[config.mk]
export PLATFORM = sky130hd
export DESIGN_NAME = modular_square_root
export DESIGN_NICKNAME = d
export VERILOG_FILES = /design/src/rtl/msr_pkg.sv /design/src/rtl/msr_mulmod.sv /design/src/rtl/modular_square_root.sv
export SDC_FILE = /design/constraint.sdc
export NUM_CORES = 2
export LEC_CHECK = 0
export ABC_AREA = 1
export BUFFER_PORTS_ARGS = -buffer_cell sky130_fd_sc_hd__buf_2
export CELL_PAD_IN_SITES_DETAIL_PLACEMENT = 1
export CELL_PAD_IN_SITES_GLOBAL_PLACEMENT = 1
export CORE_MARGIN = 2
export CORE_UTILIZATION = 49
export DETAILED_ROUTE_END_ITERATION = 10
export PLACE_DENSITY_LB_ADDON = 0.1
export SLEW_MARGIN = 30
export SYNTH_ARGS = -nofsm -noshare
export SYNTH_HDL_FRONTEND = slang
export SYNTH_HIERARCHICAL = 1
export SYNTH_SLANG_ARGS = --single-unit
[constraint.sdc]
create_clock -name clk_i -period 4.9 [get_ports clk_i]
set_input_delay 0.49 -clock clk_i [delete_from_list [all_inputs] [get_ports clk_i]]
set_output_delay 0.49 -clock clk_i [all_outputs]
set_load 0.005 [all_outputs]
[src/rtl/msr_pkg.sv]
`default_nettype none

package msr_pkg;

  localparam int unsigned WORD_WIDTH = 32;
  localparam int unsigned CNT_W      = $clog2(WORD_WIDTH + 1);
  localparam int unsigned ZCAP_SHIFT = (WORD_WIDTH + 1) / 2;

  typedef logic [WORD_WIDTH-1:0] word_t;
  typedef logic [CNT_W-1:0]      cnt_t;

  // Largest candidate tried in the non-residue search.
  localparam word_t ZCAP = word_t'(1) << ZCAP_SHIFT;

  typedef struct packed {
    word_t value;
    word_t modulus;
  } msr_in_t;

  typedef struct packed {
    word_t root;
    logic  no_root;
  } msr_out_t;

  typedef enum logic [3:0] {
    ST_IDLE,
    ST_REDUCE,
    ST_POW,
    ST_POW_MUL,
    ST_POW_SQ,
    ST_TWOS,
    ST_ZTRY,
    ST_TLOOP,
    ST_SEARCH,
    ST_SEARCH_SQ,
    ST_BSQ,
    ST_BSQ_W,
    ST_CSQ,
    ST_TMUL,
    ST_RMUL,
    ST_DONE
  } state_e;

  // What a finished exponentiation feeds.
  typedef enum logic [2:0] {
    PW_EULER,
    PW_SONE,
    PW_ZTEST,
    PW_C,
    PW_T,
    PW_R
  } pow_e;

endpackage

`default_nettype wire

[src/rtl/msr_mulmod.sv]
`default_nettype none

// Bit-serial modular multiplier: one bit of b per cycle, most significant first.
// Operands must be below p; the result is a*b mod p.
module msr_mulmod (
  input  wire logic            clk_i,
  input  wire logic            rst_ni,
  input  wire logic            start_i,
  input  wire msr_pkg::word_t  a_i,
  input  wire msr_pkg::word_t  b_i,
  input  wire msr_pkg::word_t  p_i,
  output logic                 done_o,
  output msr_pkg::word_t       res_o
);

  localparam int unsigned W = msr_pkg::WORD_WIDTH;

  logic            run_q, run_d;
  logic            done_q, done_d;
  msr_pkg::cnt_t   cnt_q, cnt_d;
  msr_pkg::word_t  r_q, r_d;
  msr_pkg::word_t  a_q, a_d;
  msr_pkg::word_t  b_q, b_d;

  logic [W+1:0] sum;
  logic [W+1:0] p1;
  logic [W+1:0] p2;
  logic [W+1:0] red;

  // 2r + a stays below 3p, so at most two subtractions of p are needed.
  always_comb begin
    p1  = {2'b00, p_i};
    p2  = {1'b0, p_i, 1'b0};
    sum = {1'b0, r_q, 1'b0} + (b_q[W-1] ? {2'b00, a_q} : {(W + 2){1'b0}});
    if (sum >= p2) begin
      red = sum - p2;
    end else if (sum >= p1) begin
      red = sum - p1;
    end else begin
      red = sum;
    end
  end

  always_comb begin
    run_d  = run_q;
    done_d = 1'b0;
    cnt_d  = cnt_q;
    r_d    = r_q;
    a_d    = a_q;
    b_d    = b_q;
    if (start_i) begin
      run_d = 1'b1;
      cnt_d = msr_pkg::cnt_t'(W);
      r_d   = '0;
      a_d   = a_i;
      b_d   = b_i;
    end else if (run_q) begin
      r_d   = red[W-1:0];
      b_d   = {b_q[W-2:0], 1'b0};
      cnt_d = cnt_q - msr_pkg::cnt_t'(1);
      if (cnt_q == msr_pkg::cnt_t'(1)) begin
        run_d  = 1'b0;
        done_d = 1'b1;
      end
    end
  end

  always_ff @(posedge clk_i or negedge rst_ni) begin
    if (!rst_ni) begin
      run_q  <= 1'b0;
      done_q <= 1'b0;
      cnt_q  <= '0;
    end else begin
      run_q  <= run_d;
      done_q <= done_d;
      cnt_q  <= cnt_d;
    end
  end

  always_ff @(posedge clk_i) begin
    r_q <= r_d;
    a_q <= a_d;
    b_q <= b_d;
  end

  assign done_o = done_q;
  assign res_o  = r_q;

  a_no_restart : assert property (@(posedge clk_i) disable iff (!rst_ni)
    !(start_i && run_q))
    else $error("multiplier started while busy");

  a_done_after_run : assert property (@(posedge clk_i) disable iff (!rst_ni)
    done_q |-> $past(run_q))
    else $error("multiplier done without a running operation");

  a_run_done_excl : assert property (@(posedge clk_i) disable iff (!rst_ni)
    !(done_q && run_q))
    else $error("multiplier done while still running");

endmodule

`default_nettype wire

[src/rtl/modular_square_root.sv]
// Each modular multiply runs in one shared bit-serial unit.
// An exponentiation needs up to 2*WORD_WIDTH multiplies; an item runs at most four of
// them plus the non-residue search and the Tonelli-Shanks squaring loop.
// Items are handled one at a time; an item is shortest for modulus 0 or 2 and longest
// when an odd composite modulus runs the non-residue search to its cap.
// Reset (rst_ni, asynchronous, active low) returns the sequencer to idle.
`default_nettype none

module modular_square_root (
  input  wire logic               clk_i,
  input  wire logic               rst_ni,
  input  wire logic               in_valid_i,
  output logic                    in_ready_o,
  input  wire msr_pkg::msr_in_t   in_data_i,
  output logic                    out_valid_o,
  input  wire logic               out_ready_i,
  output msr_pkg::msr_out_t       out_data_o
);

  localparam msr_pkg::word_t ONE = msr_pkg::word_t'(1);
  localparam msr_pkg::cnt_t  CONE = msr_pkg::cnt_t'(1);

  msr_pkg::state_e   state_q, state_d;
  msr_pkg::pow_e     purpose_q, purpose_d;
  logic              mul_start_q, mul_start_d;
  msr_pkg::word_t    mul_a_q, mul_a_d;
  msr_pkg::word_t    mul_b_q, mul_b_d;
  logic              mul_done;
  msr_pkg::word_t    mul_res;

  msr_pkg::word_t    n_q, n_d;
  msr_pkg::word_t    p_q, p_d;
  msr_pkg::word_t    exp_q, exp_d;
  msr_pkg::word_t    base_q, base_d;
  msr_pkg::word_t    acc_q, acc_d;
  msr_pkg::word_t    oddq_q, oddq_d;
  msr_pkg::word_t    z_q, z_d;
  msr_pkg::word_t    c_q, c_d;
  msr_pkg::word_t    t_q, t_d;
  msr_pkg::word_t    r_q, r_d;
  msr_pkg::word_t    tmp_q, tmp_d;
  msr_pkg::word_t    bb_q, bb_d;
  msr_pkg::cnt_t     s_q, s_d;
  msr_pkg::cnt_t     m_q, m_d;
  msr_pkg::cnt_t     i_q, i_d;
  msr_pkg::cnt_t     j_q, j_d;
  msr_pkg::word_t    root_q, root_d;
  logic              fail_q, fail_d;
  logic              out_valid_q, out_valid_d;
  msr_pkg::msr_out_t out_q, out_d;

  msr_mulmod u_mulmod (
    .clk_i   (clk_i),
    .rst_ni  (rst_ni),
    .start_i (mul_start_q),
    .a_i     (mul_a_q),
    .b_i     (mul_b_q),
    .p_i     (p_q),
    .done_o  (mul_done),
    .res_o   (mul_res)
  );

  always_comb begin
    state_d     = state_q;
    purpose_d   = purpose_q;
    mul_start_d = 1'b0;
    mul_a_d     = mul_a_q;
    mul_b_d     = mul_b_q;
    n_d         = n_q;
    p_d         = p_q;
    exp_d       = exp_q;
    base_d      = base_q;
    acc_d       = acc_q;
    oddq_d      = oddq_q;
    z_d         = z_q;
    c_d         = c_q;
    t_d         = t_q;
    r_d         = r_q;
    tmp_d       = tmp_q;
    bb_d        = bb_q;
    s_d         = s_q;
    m_d         = m_q;
    i_d         = i_q;
    j_d         = j_q;
    root_d      = root_q;
    fail_d      = fail_q;
    out_valid_d = out_valid_q && !out_ready_i;
    out_d       = out_q;

    case (state_q)
      msr_pkg::ST_IDLE: begin
        if (in_valid_i) begin
          n_d    = in_data_i.value;
          p_d    = in_data_i.modulus;
          root_d = '0;
          fail_d = 1'b0;
          if (in_data_i.modulus == '0) begin
            state_d = msr_pkg::ST_DONE;
          end else if (in_data_i.modulus == msr_pkg::word_t'(2)) begin
            root_d  = {{(msr_pkg::WORD_WIDTH - 1){1'b0}}, in_data_i.value[0]};
            state_d = msr_pkg::ST_DONE;
          end else begin
            // 1 * n through the multiplier reduces n modulo p.
            mul_start_d = 1'b1;
            mul_a_d     = ONE;
            mul_b_d     = in_data_i.value;
            state_d     = msr_pkg::ST_REDUCE;
          end
        end
      end

      msr_pkg::ST_REDUCE: begin
        if (mul_done) begin
          n_d = mul_res;
          if (mul_res == '0) begin
            state_d = msr_pkg::ST_DONE;
          end else if (!p_q[0]) begin
            fail_d  = 1'b1;
            state_d = msr_pkg::ST_DONE;
          end else begin
            acc_d     = ONE;
            base_d    = mul_res;
            exp_d     = (p_q - ONE) >> 1;
            purpose_d = msr_pkg::PW_EULER;
            state_d   = msr_pkg::ST_POW;
          end
        end
      end

      msr_pkg::ST_POW: begin
        if (exp_q == '0) begin
          case (purpose_q)
            msr_pkg::PW_EULER: begin
              if (acc_q != ONE) begin
                fail_d  = 1'b1;
                state_d = msr_pkg::ST_DONE;
              end else begin
                oddq_d  = p_q - ONE;
                s_d     = '0;
                state_d = msr_pkg::ST_TWOS;
              end
            end
            msr_pkg::PW_SONE: begin
              root_d  = acc_q;
              state_d = msr_pkg::ST_DONE;
            end
            msr_pkg::PW_ZTEST: begin
              if (acc_q == p_q - ONE) begin
                m_d       = s_q;
                acc_d     = ONE;
                base_d    = z_q;
                exp_d     = oddq_q;
                purpose_d = msr_pkg::PW_C;
                state_d   = msr_pkg::ST_POW;
              end else begin
                z_d     = z_q + ONE;
                state_d = msr_pkg::ST_ZTRY;
              end
            end
            msr_pkg::PW_C: begin
              c_d       = acc_q;
              acc_d     = ONE;
              base_d    = n_q;
              exp_d     = oddq_q;
              purpose_d = msr_pkg::PW_T;
            end
            msr_pkg::PW_T: begin
              t_d       = acc_q;
              acc_d     = ONE;
              base_d    = n_q;
              exp_d     = (oddq_q >> 1) + ONE;
              purpose_d = msr_pkg::PW_R;
            end
            msr_pkg::PW_R: begin
              r_d     = acc_q;
              state_d = msr_pkg::ST_TLOOP;
            end
            default: begin
              state_d = msr_pkg::ST_IDLE;
            end
          endcase
        end else if (exp_q[0]) begin
          mul_start_d = 1'b1;
          mul_a_d     = acc_q;
          mul_b_d     = base_q;
          state_d     = msr_pkg::ST_POW_MUL;
        end else begin
          mul_start_d = 1'b1;
          mul_a_d     = base_q;
          mul_b_d     = base_q;
          state_d     = msr_pkg::ST_POW_SQ;
        end
      end

      msr_pkg::ST_POW_MUL: begin
        if (mul_done) begin
          acc_d = mul_res;
          if ((exp_q >> 1) == '0) begin
            // Last exponent bit: the final squaring of the base is not needed.
            exp_d   = '0;
            state_d = msr_pkg::ST_POW;
          end else begin
            mul_start_d = 1'b1;
            mul_a_d     = base_q;
            mul_b_d     = base_q;
            state_d     = msr_pkg::ST_POW_SQ;
          end
        end
      end

      msr_pkg::ST_POW_SQ: begin
        if (mul_done) begin
          base_d  = mul_res;
          exp_d   = exp_q >> 1;
          state_d = msr_pkg::ST_POW;
        end
      end

      msr_pkg::ST_TWOS: begin
        if (!oddq_q[0]) begin
          oddq_d = oddq_q >> 1;
          s_d    = s_q + CONE;
        end else if (s_q == CONE) begin
          acc_d     = ONE;
          base_d    = n_q;
          exp_d     = (p_q >> 2) + ONE;
          purpose_d = msr_pkg::PW_SONE;
          state_d   = msr_pkg::ST_POW;
        end else begin
          z_d     = msr_pkg::word_t'(2);
          state_d = msr_pkg::ST_ZTRY;
        end
      end

      msr_pkg::ST_ZTRY: begin
        if (z_q < p_q && z_q <= msr_pkg::ZCAP) begin
          acc_d     = ONE;
          base_d    = z_q;
          exp_d     = (p_q - ONE) >> 1;
          purpose_d = msr_pkg::PW_ZTEST;
          state_d   = msr_pkg::ST_POW;
        end else begin
          fail_d  = 1'b1;
          state_d = msr_pkg::ST_DONE;
        end
      end

      msr_pkg::ST_TLOOP: begin
        if (t_q == ONE) begin
          root_d  = r_q;
          state_d = msr_pkg::ST_DONE;
        end else begin
          i_d     = '0;
          tmp_d   = t_q;
          state_d = msr_pkg::ST_SEARCH;
        end
      end

      msr_pkg::ST_SEARCH: begin
        if (tmp_q != ONE && i_q < m_q) begin
          mul_start_d = 1'b1;
          mul_a_d     = tmp_q;
          mul_b_d     = tmp_q;
          state_d     = msr_pkg::ST_SEARCH_SQ;
        end else if (tmp_q != ONE) begin
          fail_d  = 1'b1;
          state_d = msr_pkg::ST_DONE;
        end else begin
          bb_d    = c_q;
          j_d     = i_q + CONE;
          state_d = msr_pkg::ST_BSQ;
        end
      end

      msr_pkg::ST_SEARCH_SQ: begin
        if (mul_done) begin
          tmp_d   = mul_res;
          i_d     = i_q + CONE;
          state_d = msr_pkg::ST_SEARCH;
        end
      end

      msr_pkg::ST_BSQ: begin
        if (j_q < m_q) begin
          mul_start_d = 1'b1;
          mul_a_d     = bb_q;
          mul_b_d     = bb_q;
          state_d     = msr_pkg::ST_BSQ_W;
        end else begin
          m_d         = i_q;
          mul_start_d = 1'b1;
          mul_a_d     = bb_q;
          mul_b_d     = bb_q;
          state_d     = msr_pkg::ST_CSQ;
        end
      end

      msr_pkg::ST_BSQ_W: begin
        if (mul_done) begin
          bb_d    = mul_res;
          j_d     = j_q + CONE;
          state_d = msr_pkg::ST_BSQ;
        end
      end

      msr_pkg::ST_CSQ: begin
        if (mul_done) begin
          c_d         = mul_res;
          mul_start_d = 1'b1;
          mul_a_d     = t_q;
          mul_b_d     = mul_res;
          state_d     = msr_pkg::ST_TMUL;
        end
      end

      msr_pkg::ST_TMUL: begin
        if (mul_done) begin
          t_d         = mul_res;
          mul_start_d = 1'b1;
          mul_a_d     = r_q;
          mul_b_d     = bb_q;
          state_d     = msr_pkg::ST_RMUL;
        end
      end

      msr_pkg::ST_RMUL: begin
        if (mul_done) begin
          r_d     = mul_res;
          state_d = msr_pkg::ST_TLOOP;
        end
      end

      msr_pkg::ST_DONE: begin
        if (!out_valid_q || out_ready_i) begin
          out_valid_d   = 1'b1;
          out_d.root    = fail_q ? '0 : root_q;
          out_d.no_root = fail_q;
          state_d       = msr_pkg::ST_IDLE;
        end
      end

      default: begin
        state_d = msr_pkg::ST_IDLE;
      end
    endcase
  end

  always_ff @(posedge clk_i or negedge rst_ni) begin
    if (!rst_ni) begin
      state_q     <= msr_pkg::ST_IDLE;
      mul_start_q <= 1'b0;
      out_valid_q <= 1'b0;
    end else begin
      state_q     <= state_d;
      mul_start_q <= mul_start_d;
      out_valid_q <= out_valid_d;
    end
  end

  always_ff @(posedge clk_i) begin
    purpose_q <= purpose_d;
    mul_a_q   <= mul_a_d;
    mul_b_q   <= mul_b_d;
    n_q       <= n_d;
    p_q       <= p_d;
    exp_q     <= exp_d;
    base_q    <= base_d;
    acc_q     <= acc_d;
    oddq_q    <= oddq_d;
    z_q       <= z_d;
    c_q       <= c_d;
    t_q       <= t_d;
    r_q       <= r_d;
    tmp_q     <= tmp_d;
    bb_q      <= bb_d;
    s_q       <= s_d;
    m_q       <= m_d;
    i_q       <= i_d;
    j_q       <= j_d;
    root_q    <= root_d;
    fail_q    <= fail_d;
    out_q     <= out_d;
  end

  assign in_ready_o  = (state_q == msr_pkg::ST_IDLE);
  assign out_valid_o = out_valid_q;
  assign out_data_o  = out_q;

  a_no_root_zero : assert property (@(posedge clk_i) disable iff (!rst_ni)
    out_valid_o |-> !(out_data_o.no_root && out_data_o.root != '0))
    else $error("no_root result carries a nonzero root");

  a_done_in_wait : assert property (@(posedge clk_i) disable iff (!rst_ni)
    mul_done |-> (state_q == msr_pkg::ST_REDUCE || state_q == msr_pkg::ST_POW_MUL ||
                  state_q == msr_pkg::ST_POW_SQ || state_q == msr_pkg::ST_SEARCH_SQ ||
                  state_q == msr_pkg::ST_BSQ_W || state_q == msr_pkg::ST_CSQ ||
                  state_q == msr_pkg::ST_TMUL || state_q == msr_pkg::ST_RMUL))
    else $error("multiplier result arrived outside a waiting state");

  a_result_from_done : assert property (@(posedge clk_i) disable iff (!rst_ni)
    $rose(out_valid_q) |-> $past(state_q == msr_pkg::ST_DONE))
    else $error("result published outside the done state");

endmodule

`default_nettype wire
==> impl_metrics.toml <==
[setup_path]
critPathMaxStageDelay_ps = 420
slowest_stage = "ha_2"
critPathArrivalTime_ps = 5240
r2r_start = "u_mulmod/b_q[31]$_DFFE_PP_"
startpoint_type = "flop"
reg2reg_slack_ps = 240
critical_path.startpoint = "u_mulmod/b_q[31]$_DFFE_PP_"
crit_type = "flop to flop"
worstSetupEndpointType = "flop"
cp_top_family = "simple AND/OR/NAND/NOR gates"
crit_top_cell = "nand2_1"
worstRegToRegCells = 28
crit_end = "u_mulmod/res_o[15]$_SDFFE_PP0P_"
cp.depth = 28
cp.required_ps = 5480
r2r_end = "u_mulmod/res_o[15]$_SDFFE_PP0P_"
crit_fanout = 12
critical_path_buf_inv_count = 4

[routing]
drc = 0
routedWlPerCell_um = 29.8
detail-route-antenna-nets = 0
via_count = 39900
first_pass_iters = 6
drt-total-wl_mm = 186
dr.first_iter.drc_count = 4450
drt-vias-per-instance = 6.38

[timing]
period_minus_slack_ps = 4660
clock_skew_ps = 36.5
fmax_mhz = 215
drv_slew = 0
min_period_over_period_pct = 95.1
whs_ps = 25.7
slew_headroom_pct = 27.8
tightest_slew_ps = 1070
setup_viol = 0
hold_viol = 0

[die]
num_rows = 105
die_height_um = 293
coreArea_um2 = 82400
initial_core_util_pct = 49.6
num_io_pins = 103
dieWidth_um = 293
fp.dieArea_um2 = 85700

[global_route]
gr-usage-met2_pct = 65.5
grt-ovfl-total = 0
grt.met3_usage_pct = 11.9
grt_pass1_wl_mm = 269
grt_use_met1_pct = 53.8
busiest_layer = "met2"
grt_usage_pct = 42.8
grt_max_degree = 77
antenna_found_initial = 9
grt_pass1_vias = 40400

[synthesis]
synth_top_area_cell = "edfxtp_1"
syn_avg_cell_area_um2 = 8.19
yosysMostFrequentCell = "nand2_1"
yosysSeqAreaShare_pct = 46.9
ys_ff_latch = 651
synth-edff-count = 605
ys_types = 72
synth-async-reset-ratio_pct = 2.15
synth_top_area_share_pct = 44.5
synth_ff_type = "edfxtp_1"
yosys-top-cells-area = "edfxtp_1 (44%), nand2_1 (11%), o21ai_0 (5.7%)"
ys_top_cells_by_count = "nand2_1 (1,191), inv_1 (609), edfxtp_1 (605)"
ys_warn_count = 6
syn_inst = 4985
syn-num-nets = 5205
synthesis.area_um2 = 40900

[clocking]
cts-root-buf = "clkbuf_16"
cts_max_path_buffers = 3
clkLatencyLatePin_ps = 670
cts_made_buffers = 74
tritoncts = "yes"
h-tree-depth = 3
clk_pin_slew_ps = 60
numClockSinks = 651

[cells_and_area]
postLayoutCoreUtil_pct = 55.9
layout-drive-gt1-share_pct = 10.4
n_fill_cell = 9852
nets = 5348
largest_register_ffs = 33
syn_to_final_growth_pct = 12.7

[placed_design]
io_buffers = 102
dp_hpwl_mm = 139
place.gp.congestion = 1.03

[run_status]
run_status = "finished, final reports clean"

[flow_run]
maxCapViolCount = 0

[worst_hold_path]
min-delay-path-class = "input port to flop"

[pwr]
vdd_drop_max_v = 0.000404
power.density_nw_per_um2 = 578
cellLeakagePower_nw = 19.5
-- layer usage --
| layer | vias to the layer above | wire (um) |
|---|---|---|
| met1 | 19400 | 69900 |
| li1 | 17400 | - |
| met2 | 2348 | 80700 |
| met5 | - | 255 |
| met3 | 685 | 21700 |
| met4 | 16 | 13800 |
-- placed cells by master (no fill, tap or decap), drive strengths merged, types with 53 or more instances in the layout --
cell type | netlist | layout
o2111ai | 62 | 62
nand4 | 80 | 80
nor4 | 53 | 53
a21oi | 311 | 312
inv | 630 | 631
clkbuf | 134 | 90
nor3 | 81 | 81
o21ai | 477 | 477
nand2 | 1219 | 1219
xor2 | 69 | 69
ha | 149 | 149
nor2 | 469 | 469
buf | 37 | 233
edfxtp | 605 | 605
o211ai | 58 | 58
nand3 | 256 | 256
-- worst min path at each step --
stage / startpoint / to / slack, ps / cells past startpoint
after floorplan: rst_ni / mul_start_q$_DFF_PN0_ / 190 / 0
after global placement: mul_a_q[21]$_DFFE_PP_ / u_mulmod/a_q[21]$_DFFE_PP_ / 400 / 0
after detailed placement: mul_a_q[30]$_DFFE_PP_ / u_mulmod/a_q[30]$_DFFE_PP_ / 410 / 0
after CTS: in_data_i[17] / p_q[17]$_DFFE_PP_ / 0.9 / 1
after global routing: in_data_i[17] / p_q[17]$_DFFE_PP_ / 20 / 1
final: in_data_i[2] / p_q[2]$_DFFE_PP_ / 30 / 1
-- cell families after synthesis --
family,Yosys count,synth area share [%]
AOI/OAI and AO/OA,1083,15.2
xor gates and xnor gates,91,2.02
adders and majority gates,152,4.71
buffers and inverters,805,7.60
DFF,651,46.9
muxes,1,0.0245
and+or+nand+nor,2202,23.5
-- power breakdown --
group / switching, mW / total, mW / internal, mW
Sequential: 0.183 / 6.58 / 6.40
Clock: 2.51 / 5.76 / 3.24
Combinational: 9.62 / 14.3 / 4.65
-- timing repair --
action	CTS	global route
hold endpoints to repair	15	0
resized for setup	3	47
hold buffers	2	0
pin swaps	1	8
endpoints found under the setup margin	19	32
gates cloned	1	2
setup buffers	0	4
-- cell type report --
class	count	area, um^2	area share, %
flip-flops and latches	651	19200	41.6
multi-input cells	3530	19000	41.2
well taps	1070	1340	2.91
repair buffers	237	1720	3.75
clock inverters	48	548	1.19
clock buffers	88	1900	4.14
inverters	634	2380	5.17
diodes	2	5.00	0.0109
-- per-stage QoR --
| stage | setup TNS, ps | worst slack [ps] | power (mW) | std cells | cell area [um^2] |
|---|---|---|---|---|---|
| 6_report | 0 | 241 | 26.6 | 6260 | 46000 |
| 5_1_grt | -26.2 | -26.2 | 27.9 | 6258 | 46000 |
| 4_1_cts | 0 | 50.1 | 25.7 | 6252 | 45700 |
| 3_5_place_dp | -392 | -85.4 | 19.9 | 6113 | 43200 |
| 3_3_place_gp | -20.0 | -13.6 | 19.7 | 6111 | 43200 |
| 2_1_floorplan | 0 | 361 | 15.3 | 4985 | 40900 |
Note: power is estimated with default switching activity, not from simulation.
